## config.mk

```make
export PLATFORM = sky130hd
export DESIGN_NAME = ncfl_ctrl
export DESIGN_NICKNAME = d
export VERILOG_FILES = /design/src/sv/ncfl_pkg.sv /design/src/sv/ncfl_ctrl.sv
export SDC_FILE = /design/constraint.sdc
export NUM_CORES = 1
export LEC_CHECK = 0
export BUFFER_PORTS_ARGS = -buffer_cell sky130_fd_sc_hd__buf_2
export CELL_PAD_IN_SITES_DETAIL_PLACEMENT = 0
export CELL_PAD_IN_SITES_GLOBAL_PLACEMENT = 1
export CORE_UTILIZATION = 28
export CTS_CLUSTER_SIZE = 12
export DETAILED_ROUTE_END_ITERATION = 10
export PLACE_DENSITY = 0.71
export SETUP_SLACK_MARGIN = 0.4
export SLEW_MARGIN = 40
export SYNTH_ARGS = -nofsm -noshare
export SYNTH_HDL_FRONTEND = slang
export SYNTH_SLANG_ARGS = --single-unit
```

## constraint.sdc

```tcl
create_clock -name i_clk -period 1.5 [get_ports i_clk]
set_clock_uncertainty 0.1 [all_clocks]
set_input_delay 0.15 -clock i_clk [delete_from_list [all_inputs] [get_ports i_clk]]
set_output_delay 0.15 -clock i_clk [all_outputs]
set_load 0.01 [all_outputs]
```

## src/sv/ncfl_pkg.sv

```systemverilog
`timescale 1ns / 1ps
// ----------------------------------------------------------------------------
// ncfl_pkg
// Shared types and constants of the chunk free-list allocator.
// ----------------------------------------------------------------------------
package ncfl_pkg;

    localparam int CHUNK_W     = 10;
    localparam int LINK_W      = 11;
    localparam int CNT_W       = 11;
    localparam int EXT_W       = 6;
    localparam int STAT_W      = 3;
    localparam int NODE_IN_W   = 2;
    localparam int CFG_IDX_W   = 1;
    localparam int CFG_DATA_W  = 11;
    localparam int STORE_DEPTH = 1024;

    localparam logic [LINK_W-1:0] EMPTY_MARK = 11'd1024;

    localparam logic CMD_ALLOC = 1'b0;
    localparam logic CMD_FREE  = 1'b1;

    localparam logic [STAT_W-1:0] ST_LOCAL_ALLOC  = 3'd0;
    localparam logic [STAT_W-1:0] ST_GLOBAL_ALLOC = 3'd1;
    localparam logic [STAT_W-1:0] ST_OUT_OF_MEM   = 3'd2;
    localparam logic [STAT_W-1:0] ST_FREED_LOCAL  = 3'd3;
    localparam logic [STAT_W-1:0] ST_FREED_GLOBAL = 3'd4;
    localparam logic [STAT_W-1:0] ST_FREE_IGNORED = 3'd5;

    localparam logic [CFG_IDX_W-1:0] CFG_CACHE_LIMIT  = 1'd0;
    localparam logic [CFG_IDX_W-1:0] CFG_EXTENT_LIMIT = 1'd1;

    localparam logic [CNT_W-1:0] CACHE_LIMIT_RST  = 11'd8;
    localparam logic [EXT_W-1:0] EXTENT_LIMIT_RST = 6'd32;

    typedef enum logic [3:0] {
        S_CLEAR,
        S_IDLE,
        S_DECIDE,
        S_FILL,
        S_GCHK,
        S_LPOP,
        S_GPOP,
        S_FTAG,
        S_RESP
    } t_state;

    // controller -> datapath
    typedef struct packed {
        logic latch_in;
        logic clear_step;
        logic lpop_rd;
        logic lpop_wb;
        logic refill_start;
        logic fill_step;
        logic gpop_rd;
        logic gpop_wb;
        logic tag_rd;
        logic free_wb;
        logic set_oom;
        logic load_out;
    } t_dp_cmd;

    // datapath -> controller
    typedef struct packed {
        logic is_free;
        logic local_avail;
        logic global_avail;
        logic refill_ok;
        logic fill_done;
        logic clr_last;
        logic out_free;
    } t_dp_stat;

endpackage

```

## src/sv/ncfl_ctrl.sv

```systemverilog
`timescale 1ns / 1ps
// ----------------------------------------------------------------------------
// ncfl_ctrl
// Sequencer: steps one request through the datapath at a time.
// ----------------------------------------------------------------------------
module ncfl_ctrl
    import ncfl_pkg::*;
(
    input  logic     i_clk,
    input  logic     i_rst_n,
    input  logic     i_valid,
    output logic     o_ready,
    input  t_dp_stat i_stat,
    output t_dp_cmd  o_cmd
);

    t_state r_state;
    t_state n_state;

    always_ff @(posedge i_clk) begin
        if (!i_rst_n) begin
            r_state <= S_CLEAR;
        end else begin
            r_state <= n_state;
        end
    end

    always_comb begin
        n_state = r_state;
        o_cmd   = '0;
        o_ready = 1'b0;
        case (r_state)
            S_CLEAR: begin
                o_cmd.clear_step = 1'b1;
                if (i_stat.clr_last) begin
                    n_state = S_IDLE;
                end
            end
            S_IDLE: begin
                o_ready = 1'b1;
                if (i_valid) begin
                    o_cmd.latch_in = 1'b1;
                    n_state        = S_DECIDE;
                end
            end
            S_DECIDE: begin
                if (i_stat.is_free) begin
                    o_cmd.tag_rd = 1'b1;
                    n_state      = S_FTAG;
                end else if (i_stat.local_avail) begin
                    o_cmd.lpop_rd = 1'b1;
                    n_state       = S_LPOP;
                end else if (!i_stat.global_avail && i_stat.refill_ok) begin
                    o_cmd.refill_start = 1'b1;
                    n_state            = S_FILL;
                end else begin
                    n_state = S_GCHK;
                end
            end
            S_FILL: begin
                if (i_stat.fill_done) begin
                    n_state = S_GCHK;
                end else begin
                    o_cmd.fill_step = 1'b1;
                end
            end
            S_GCHK: begin
                if (i_stat.global_avail) begin
                    o_cmd.gpop_rd = 1'b1;
                    n_state       = S_GPOP;
                end else begin
                    o_cmd.set_oom = 1'b1;
                    n_state       = S_RESP;
                end
            end
            S_LPOP: begin
                o_cmd.lpop_wb = 1'b1;
                n_state       = S_RESP;
            end
            S_GPOP: begin
                o_cmd.gpop_wb = 1'b1;
                n_state       = S_RESP;
            end
            S_FTAG: begin
                o_cmd.free_wb = 1'b1;
                n_state       = S_RESP;
            end
            S_RESP: begin
                if (i_stat.out_free) begin
                    o_cmd.load_out = 1'b1;
                    n_state        = S_IDLE;
                end
            end
            default: begin
                n_state = S_IDLE;
            end
        endcase
    end

endmodule

```

---- After elaboration in Yosys (flattened, before gate mapping) ----
Index checks and enable logic that the tools add are counted.
storage, ports and cells
  flip-flop bits (word level) ............. 4
  bits of input ports ..................... 10
  logic and storage cells ................. 51
operators by class
  equality and inequality tests ........... 12
  muxes and demuxes ....................... 33
  reduce and logical (&&, ||, !) cells .... 5
operator list
  kind                                           number
  2-to-1 mux 4 bit                               7
  case mux 4 bit (7 select lines)                1
  2-to-1 mux 1 bit                               24
  == test 4 x 3 -> 1 bit, second input constant  4
  == test 4 x 2 -> 1 bit, second input constant  2
  inequality test 2 bit, second input constant   4
  == test 4 x 1 -> 1 bit, second input constant  1
  == test 4 bit, second input constant           1
  logical NOT 4 bit                              1
  AND reduction 4 bit                            1
  2-to-1 mux 3 bit                               1
  OR reduction 3 bit                             1
  logical AND 1 bit                              1
  logical NOT 1 bit                              1

---- Longest topological paths before layout ----
Gate-level depths: netlist of run 1.
  depth in word-level cells ............... 6
  depth in mapped cells ................... 5

---- Worst setup path after synthesis of run 1 ----
Ideal clock, no wire load.
  path kind ............................... register to output
  start point ............................. reg r_state[1]
  end point ............................... out o_cmd[9] in the netlist's numbering
  arrival time ............................ 1.143 ns
  data required time ...................... 1.250 ns
  slack ................................... 0.107 ns
  cell stages (with the launch flop) ...... 4
  buffers on the path ..................... 0
  cells stage by stage .................... dfxtp_1 -> nand2b_2 -> or3_4 -> nor3b_1
RTL lines
  what                      line             text
  start: declaration        ncfl_ctrl.sv:17  t_state r_state;
  start signal: assignment  ncfl_ctrl.sv:24  r_state <= n_state;
  end: declaration          ncfl_ctrl.sv:14  output t_dp_cmd o_cmd

==> impl_metrics.env, run 1 <==
export IMPL_status="finished, violations left"
export IMPL_violations="negative setup slack"
export IMPL_powerDensity_nw_per_um2=431
export IMPL_firstDrtPassIters=4
export IMPL_final_cells=118
export IMPL_gp_congestion=0.731
export IMPL_track_usage=0.178
export IMPL_die_w_um=41.5
export IMPL_hp_class="primary input to register"
export IMPL_rows=13
export IMPL_final_util=0.701
export IMPL_cts_tree="done"
export IMPL_wl_met1_um=714
export IMPL_start_util=0.317
export IMPL_synthArstFlopShare=0
export IMPL_setup_viol=5
export IMPL_drt_vias_per_instance=5.22
export IMPL_hpwl_um=917
export IMPL_hold_depth=3
export IMPL_hold_start="i_rst_n"
export IMPL_syn2layout_area_growth_pct=121
export IMPL_crit_required_ps=1250
export IMPL_routed_wl_um=1530
export IMPL_cts_max_level=1
export IMPL_period_needed_ps=1610
export IMPL_path_clk_slew_ps=40
export IMPL_max_freq_ghz=0.621
export IMPL_r2r_setup_slack_ps=60
export IMPL_top_layer_used="met4"
export IMPL_reg2reg_to="r_state[1]"
export IMPL_cp_end_kind="output pin"
export IMPL_nets=115
export IMPL_cts_buffers=3
export IMPL_largest_register="r_state"
export IMPL_r2r_start="r_state[1]"
export IMPL_drc=0
export IMPL_ff2ff_path_depth=5
export IMPL_syn_area_sq_um=438
export IMPL_relSlewSlack=0.737
export IMPL_dieArea_sq_um=1730
export IMPL_synth_fp_nets=70
export IMPL_holdPathEnd="r_state[0]"
export IMPL_vias=616
export IMPL_placed_cells=100
export IMPL_grt_pass1_wl_um=2480
export IMPL_cts_sink_count=4
export IMPL_p_clk_frac=0.306
export IMPL_synthCells=60
export IMPL_die_height_um=41.5
export IMPL_wl_per_cell_um=13.0
export IMPL_num_antenna_cells=0
export IMPL_fin_crit_sh=1.07
export IMPL_clk_path_buf_depth=2
export IMPL_hold_viol=0
export IMPL_sequentialPowerShare=0.282
export IMPL_antenna_found_initial=0
export IMPL_drt_iter0_drc=12
export IMPL_wl_met2_um=745
export IMPL_grt_pass1_vias=572
export IMPL_peakVddDrop_mv=0.377
export IMPL_p_comb_frac=0.412
export IMPL_synth_ff_type="dfxtp_1"
export IMPL_ys_warn_count=0
export IMPL_p_switching_mw=0.125
export IMPL_finalWorstSetupSlack_ps=-111
export IMPL_path_max_fanout=2
export IMPL_leakage_nw=0.430
export IMPL_overflow=0
export IMPL_worst_pin_slew_ps=389
export IMPL_grt_max_degree=11
export IMPL_worstPathArrival_ps=1360
export IMPL_io_buffers=22
export IMPL_rsz0062_at_grt="yes"
export IMPL_drive_above_1_share=0.757
export IMPL_max_cap_violations=0
export IMPL_coreArea_sq_um=1380
export IMPL_synth_edf_count=0
export IMPL_wl_met3_um=54
export IMPL_top_regs="r_state (4)"
export IMPL_insertion_delay_ps=230
export IMPL_detail_route_antenna_nets=0
export IMPL_synth_seq_cells=4
export IMPL_fin_area_sq_um=970
export IMPL_crit_type="register to output pin"
export IMPL_io_pins=23
export IMPL_switching_share=0.299
export IMPL_place_area_sq_um=676
export IMPL_avgSynthCellArea_sq_um=7.30
export IMPL_drv_slew=0
export IMPL_ys_types=30
export IMPL_start_kind="register"
export IMPL_largest_reg_flops=4
export IMPL_cts_root_buffer="clkbuf_4"
export IMPL_timing_hold_ws_ps=75.7
export IMPL_seq_area_frac_synth=0.183
export IMPL_p_int_mw=0.293
[final cells by class]
cell class | count | area, sq um
timing repair buffer | 45 | 334
multi-input combinational | 48 | 493
sequential | 4 | 90.1
tap | 15 | 18.8
inverter | 3 | 11.3
clock buffer | 3 | 22.5
fill | 106 | 413
[cell usage in the layout (no fill, tap or decap), drive strengths merged, types with 3 or more instances in the layout]
| master | n |
|---|---|
| nand2b | 3 |
| inv | 3 |
| buf | 45 |
| dfxtp | 4 |
| and2 | 3 |
| nand2 | 6 |
| clkbuf | 3 |
| nor2 | 5 |
| nor3 | 3 |
| nor4 | 6 |
| o41ai | 3 |
[worst max-delay path: stages, from the launching register on]
cell,delay [ps]
dfxtp_2,310
nand2b_4,130
or3_4,390
nor3b_2,160
buf_2,150
[logic make-up (layout without fill, tap and decap cells)]
kind of cell | count (synthesis) | count (layout) | share of synthesized area
buf+inv | 8 | 51 | 0.0857
flops | 4 | 4 | 0.183
simple gates | 37 | 37 | 0.543
compound gates | 11 | 11 | 0.189
[cell usage after synthesis, types with 2 or more instances]
cell type | number | area share
inv_1 | 3 | 0.026
o21ai_0 | 2 | 0.023
nor2_1 | 5 | 0.043
nor4_1 | 5 | 0.071
a21oi_1 | 2 | 0.023
and2_1 | 3 | 0.043
nand2_1 | 6 | 0.051
dfxtp_1 | 4 | 0.18
o41ai_1 | 3 | 0.060
and3_1 | 2 | 0.029
buf_2 | 3 | 0.034
nor3b_1 | 2 | 0.034
nand2b_1 | 2 | 0.029
nor3_1 | 2 | 0.023
[how the worst max path moves through the flow]
stage                    start    endpoint  slack [ps]
finish              r_state[3]    o_cmd[9]        -110
global route        r_state[3]    o_cmd[9]        -180
CTS                 r_state[3]    o_cmd[9]        -130
detailed placement  r_state[0]  r_state[1]          60
global placement    r_state[0]    o_cmd[7]          80
floorplan           r_state[0]    o_cmd[7]         200
[power groups by stage]
stage | clock network (mW) | logic (mW) | registers [mW]
floorplan | 0 | 0.0698 | 0.115
global placement | 0 | 0.106 | 0.122
detailed placement | 0 | 0.106 | 0.121
CTS | 0.134 | 0.158 | 0.118
global route | 0.149 | 0.185 | 0.118
finish | 0.128 | 0.172 | 0.118
[routing by layer]
metal | global-route usage | vias up
met4 | 0.0710 | 0
met5 | 0 | -
li1 | - | 309
met1 | 0.222 | 290
met2 | 0.294 | 15
met3 | 0.0391 | 2
[timing repair]
action,in CTS,in global routing
setup buffers,9,5
gates resized for setup,31,4
gates cloned,1,0
setup endpoints to repair,17,17
hold endpoints to repair,0,0
hold buffers,0,0
pin swaps,16,5
[through the flow]
step	setup WS (ps)	power, mW	setup TNS [ps]
after floorplan	203	0.185	0
after global placement	83.5	0.227	0
after global routing	-183	0.451	-887
final	-111	0.418	-330
after detailed placement	64.0	0.228	0
after CTS	-126	0.410	-318
No activity file was read; power rests on OpenSTA's default activity.
==> run 2: changes to the inputs <==
--- a/config.mk
+++ b/config.mk
@@ -12,6 +12,7 @@
 export CTS_CLUSTER_SIZE = 12
 export DETAILED_ROUTE_END_ITERATION = 10
 export PLACE_DENSITY = 0.71
+export RECOVER_POWER = 50
 export SETUP_SLACK_MARGIN = 0.4
 export SLEW_MARGIN = 40
 export SYNTH_ARGS = -nofsm -noshare
==> run 2 against run 1 <==
  * The run still ends with negative setup slack left
  * Via count is 1.1% lower
  * Sequential power about the same
  * Combinational power is 2% lower
  * Register-to-register slack hardly changed
  * Non-clock buffer count is the same
  * Critical path type unchanged
  * Wire length decreased by 0.13%
  * Design area down 1.2%
  * First-iteration DRC count decreased by 25%
  * Die area did not move
  * Largest cell class unchanged
==> impl_metrics.env, run 2 (same netlist as run 1, synthesis figures left out) <==
export IMPL_drc=0
export IMPL_pre_cts_ws_ps=64.0
export IMPL_crit_type="register to output pin"
export IMPL_largest_reg_flops=4
export IMPL_switching_share=0.296
export IMPL_powerDensity_nw_per_um2=432
export IMPL_io_buffers=22
export IMPL_routed_wl_um=1530
export IMPL_postCtsHoldBufs=0
export IMPL_r2r_start="r_state[1]"
export IMPL_leakage_nw=0.427
export IMPL_cp_cell_sequence="nand2b_4 > or3_4 > nor3b_2 > buf_2"
export IMPL_cp_end_kind="output pin"
export IMPL_hold_depth=3
export IMPL_hold_viol=0
export IMPL_max_freq_ghz=0.621
export IMPL_violations="negative setup slack"
export IMPL_syn2layout_area_growth_pct=119
export IMPL_holdPathEnd="r_state[0]"
export IMPL_max_stage_delay_ps=390
export IMPL_die_height_um=41.5
export IMPL_period_needed_ps=1610
export IMPL_drive_above_1_share=0.757
export IMPL_insertion_delay_ps=230
export IMPL_start_util=0.317
export IMPL_grt_max_degree=11
export IMPL_reg2reg_to="r_state[1]"
export IMPL_nets=115
export IMPL_rsz0062_at_grt="yes"
export IMPL_cts_tree="done"
export IMPL_path_max_fanout=2
export IMPL_path_clk_slew_ps=40
export IMPL_vias=609
export IMPL_firstDrtPassIters=4
export IMPL_hpwl_um=917
export IMPL_cts_root_buffer="clkbuf_4"
export IMPL_crit_required_ps=1250
export IMPL_rows=13
export IMPL_relSlewSlack=0.737
export IMPL_wl_per_cell_um=13.0
export IMPL_drv_slew=0
export IMPL_multi_input_area_sq_um=482
export IMPL_clk_path_buf_depth=2
export IMPL_overflow=0
export IMPL_num_antenna_cells=0
export IMPL_peakVddDrop_mv=0.377
export IMPL_die_w_um=41.5
export IMPL_finalWorstSetupSlack_ps=-111
export IMPL_p_comb_frac=0.406
export IMPL_finalPower_mw=0.414
export IMPL_io_pins=23
export IMPL_hold_start="i_rst_n"
export IMPL_status="finished, violations left"
export IMPL_dieArea_sq_um=1730
export IMPL_cts_sink_count=4
export IMPL_cts_max_level=1
export IMPL_hp_class="primary input to register"
export IMPL_start_kind="register"
export IMPL_grt_pass1_vias=572
export IMPL_track_usage=0.178
export IMPL_drt_iter0_drc=9
export IMPL_register_area_sq_um=90.1
export IMPL_max_cap_violations=0
export IMPL_detail_route_antenna_nets=0
export IMPL_worst_pin_slew_ps=389
export IMPL_fillCellCount=108
export IMPL_slowest_stage="or3_4"
export IMPL_gp_congestion=0.731
export IMPL_r2r_setup_slack_ps=60
export IMPL_largest_register="r_state"
export IMPL_antenna_found_initial=0
export IMPL_worstPathArrival_ps=1360
export IMPL_drt_vias_per_instance=5.16
export IMPL_ff2ff_path_depth=5
export IMPL_final_common_cell="buf_2"
export IMPL_final_cell_mix="buf_2 (21), buf_6 (13), buf_4 (11)"
export IMPL_grt_pass1_wl_um=2480
export IMPL_cts_buffers=3
export IMPL_setup_viol=5
export IMPL_top_regs="r_state (4)"
export IMPL_coreArea_sq_um=1380
export IMPL_p_clk_frac=0.309
export IMPL_p_int_mw=0.291
export IMPL_fin_crit_sh=1.07
export IMPL_sequentialPowerShare=0.284
export IMPL_p_switching_mw=0.123
[run 2: layer usage]
layer,GRT usage,vias to the layer above,share of wire
met3,0.0391,2,0.042
met4,0.0710,0,0.012
met5,0,-,0
li1,-,309,-
met2,0.294,17,0.48
met1,0.222,281,0.46
[run 2: how the worst max path moves through the flow]
stage | startpoint | endpoint | slack (ps) | cells after the start
after floorplan | r_state[0] | o_cmd[7] | 200 | 3
after global placement | r_state[0] | o_cmd[7] | 80 | 3
after detailed placement | r_state[0] | r_state[1] | 60 | 3
after CTS | r_state[3] | o_cmd[9] | -130 | 4
after global routing | r_state[3] | o_cmd[9] | -180 | 4
final | r_state[3] | o_cmd[9] | -110 | 4
[run 2: per-stage QoR]
| step | area (sq um) | utilization | cells | hold WS (ps) | setup TNS [ps] |
|---|---|---|---|---|---|
| 4_1_cts | 903 | 0.653 | 113 | 70.3 | -318 |
| 2_1_floorplan | 536 | - | 60 | 167 | 0 |
| 3_5_place_dp | 676 | 0.489 | 100 | 310 | 0 |
| 6_report | 958 | 0.693 | 118 | 75.4 | -335 |
| 5_1_grt | 958 | 0.693 | 118 | 68.3 | -887 |
| 3_3_place_gp | 676 | 0.489 | 100 | 301 | 0 |
[run 2: final cells by class]
cell class | count | area share
clock buffer | 3 | 0.0235
tap | 15 | 0.0196
multi-input combinational | 48 | 0.503
sequential | 4 | 0.0940
timing repair buffer | 45 | 0.349
inverter | 3 | 0.0117
[run 2: power groups by stage]
| stage | registers (mW) | clock network, mW | logic (mW) |
|---|---|---|---|
| finish | 0.118 | 0.128 | 0.168 |
| global route | 0.118 | 0.149 | 0.181 |
| CTS | 0.118 | 0.134 | 0.158 |
| detailed placement | 0.121 | 0 | 0.106 |
| global placement | 0.122 | 0 | 0.106 |
| floorplan | 0.115 | 0 | 0.0698 |
[run 2: worst max-delay path: cells and delay by family, from the launching register on]
| kind | cells | cell delay [ps] |
|---|---|---|
| and+or+nand+nor | 3 | 680 |
| buffers and inverters | 1 | 150 |
| DFF | 1 | 310 |
[run 2: what timing repair did]
action	in CTS	in global routing
pin swaps	16	5
setup endpoints to repair	17	17
gates cloned	1	0
buffers inserted	9	5
resized for setup	31	4
==> run 3: changes to the inputs <==
--- a/config.mk
+++ b/config.mk
@@ -8,10 +8,11 @@
 export BUFFER_PORTS_ARGS = -buffer_cell sky130_fd_sc_hd__buf_2
 export CELL_PAD_IN_SITES_DETAIL_PLACEMENT = 0
 export CELL_PAD_IN_SITES_GLOBAL_PLACEMENT = 1
-export CORE_UTILIZATION = 28
+export CORE_ASPECT_RATIO = 0.8
+export CORE_UTILIZATION = 23
 export CTS_CLUSTER_SIZE = 12
 export DETAILED_ROUTE_END_ITERATION = 10
-export PLACE_DENSITY = 0.71
+export PLACE_DENSITY = 0.6
 export RECOVER_POWER = 50
 export SETUP_SLACK_MARGIN = 0.4
 export SLEW_MARGIN = 40
==> constraint.sdc (replaced) <==
create_clock -name i_clk -period 1.5 [get_ports i_clk]
set_clock_uncertainty 0.1 [all_clocks]
set_input_delay 0.225 -clock i_clk [delete_from_list [all_inputs] [get_ports i_clk]]
set_output_delay 0.225 -clock i_clk [all_outputs]
set_load 0.01 [all_outputs]
==> run 3 against run 2 <==
  * The run still ends with negative setup slack left
  * Global-route usage decreased by 1.1 points
  * Wire length rose by 4.4%
  * Critical path type unchanged
  * Register-to-register slack barely moved
  * Critical endpoint is now o_cmd[7]
==> impl_metrics.env, run 3 (same netlist as run 1, synthesis figures left out) <==
export IMPL_cp_cell_sequence="nand2b_4 > or3_4 > nor4_4 > buf_2"
export IMPL_nets=114
export IMPL_drt_vias_per_instance=4.96
export IMPL_p_comb_frac=0.414
export IMPL_syn2layout_area_growth_pct=126
export IMPL_io_pins=23
export IMPL_cp_depth=4
export IMPL_finalWorstSetupSlack_ps=-190
export IMPL_fin_crit_sh=1.13
export IMPL_path_buf_inv=1
export IMPL_max_stage_delay_ps=400
export IMPL_dieArea_sq_um=2080
export IMPL_switching_share=0.304
export IMPL_postCtsHoldBufs=0
export IMPL_track_usage=0.167
export IMPL_die_w_um=50.8
export IMPL_ff2ff_path_depth=6
export IMPL_leakage_nw=0.439
export IMPL_cts_sink_count=4
export IMPL_coreArea_sq_um=1710
export IMPL_start_util=0.256
export IMPL_drv_slew=0
export IMPL_relSlewSlack=0.671
export IMPL_final_common_cell="buf_2"
export IMPL_crit_type="register to output pin"
export IMPL_hold_depth=3
export IMPL_cts_tree="done"
export IMPL_rows=13
export IMPL_cp_end_kind="output pin"
export IMPL_start_kind="register"
export IMPL_sequentialPowerShare=0.276
export IMPL_cts_max_level=1
export IMPL_firstDrtPassIters=4
export IMPL_die_height_um=41.0
export IMPL_grt_max_degree=11
export IMPL_period_needed_ps=1690
export IMPL_top_regs="r_state (4)"
export IMPL_p_clk_frac=0.310
export IMPL_vias=615
export IMPL_path_max_fanout=2
export IMPL_rsz0062_at_grt="yes"
export IMPL_violations="negative setup slack"
export IMPL_worst_pin_slew_ps=488
export IMPL_max_freq_ghz=0.592
export IMPL_io_buffers=22
export IMPL_final_cell_mix="buf_2 (21), buf_4 (12), buf_6 (9)"
export IMPL_p_int_mw=0.290
export IMPL_wl_per_cell_um=12.9
export IMPL_cts_buffers=3
export IMPL_slowest_stage="or3_4"
export IMPL_fillCellCount=168
export IMPL_routed_wl_um=1600
export IMPL_hold_viol=0
export IMPL_drive_above_1_share=0.755
export IMPL_setup_viol=7
export IMPL_powerDensity_nw_per_um2=422
export IMPL_num_antenna_cells=0
export IMPL_crit_required_ps=1170
export IMPL_grt_pass1_wl_um=2480
export IMPL_peakVddDrop_mv=0.476
export IMPL_status="finished, violations left"
export IMPL_grt_pass1_vias=499
export IMPL_drc=0
export IMPL_hp_class="primary input to register"
export IMPL_finalPower_mw=0.417
export IMPL_overflow=0
export IMPL_clk_path_buf_depth=2
export IMPL_crit_family="simple AND/OR/NAND/NOR gates"
export IMPL_drt_iter0_drc=7
export IMPL_p_switching_mw=0.127
export IMPL_detail_route_antenna_nets=0
export IMPL_pre_cts_ws_ps=-70.0
export IMPL_largest_register="r_state"
export IMPL_antenna_found_initial=0
export IMPL_worstPathArrival_ps=1370
export IMPL_cts_root_buffer="clkbuf_4"
export IMPL_tns_ps=-787
export IMPL_insertion_delay_ps=230
export IMPL_gp_congestion=0.706
export IMPL_max_cap_violations=0
export IMPL_largest_reg_flops=4
export IMPL_path_clk_slew_ps=40
export IMPL_hpwl_um=1010
==> run 3: final timing paths <==
path	from	slack, ps	end
setup / recovery	r_state[3]	-190	o_cmd[7]
hold / removal	i_rst_n	140	r_state[0]
setup reg to reg	r_state[2]	50	r_state[1]
hold reg to reg	r_state[0]	610	r_state[0]
==> run 3: metal layers <==
metal | GRT usage | vias to the layer above | part of all wire
met3 | 0.0444 | 0 | 0.033
met1 | 0.222 | 293 | 0.49
met2 | 0.290 | 14 | 0.48
li1 | - | 308 | -
met5 | 0 | - | 0
met4 | 0 | 0 | 0
==> run 3: what timing repair did <==
item	in CTS	in global routing
setup endpoints to repair	17	17
cloned	1	0
setup buffers	10	3
pin swaps	7	5
resized for setup	23	5
==> run 3: area by class of cell <==
cell class	instances	area (sq um)	area share
Sequential cell	4	92.6	0.0937
Multi-Input combinational cell	48	490	0.496
Inverter	3	11.3	0.0114
Timing Repair Buffer	44	344	0.348
Clock buffer	3	22.5	0.0228
Tap cell	22	27.5	0.0278
==> run 3: per-stage QoR <==
stage | cells | cell area [sq um] | util | hold slack, ps
2_1_floorplan | 60 | 574 | - | 242
3_3_place_gp | 107 | 732 | 0.429 | 388
3_5_place_dp | 107 | 732 | 0.429 | 386
4_1_cts | 121 | 955 | 0.559 | 128
5_1_grt | 124 | 988 | 0.579 | 141
6_report | 124 | 988 | 0.579 | 143
==> run 3: power groups by stage <==
stage	Clock [mW]	Sequential (mW)	Combinational, mW
6_report	0.129	0.115	0.173
5_1_grt	0.145	0.116	0.184
4_1_cts	0.140	0.114	0.162
3_5_place_dp	0	0.121	0.113
3_3_place_gp	0	0.121	0.113
2_1_floorplan	0	0.115	0.0721
==> run 3: tightest hold or removal path, cell delays in order <==
cell     delay [ps]
buf_2           130
o41ai_2          50
a21oi_2          30
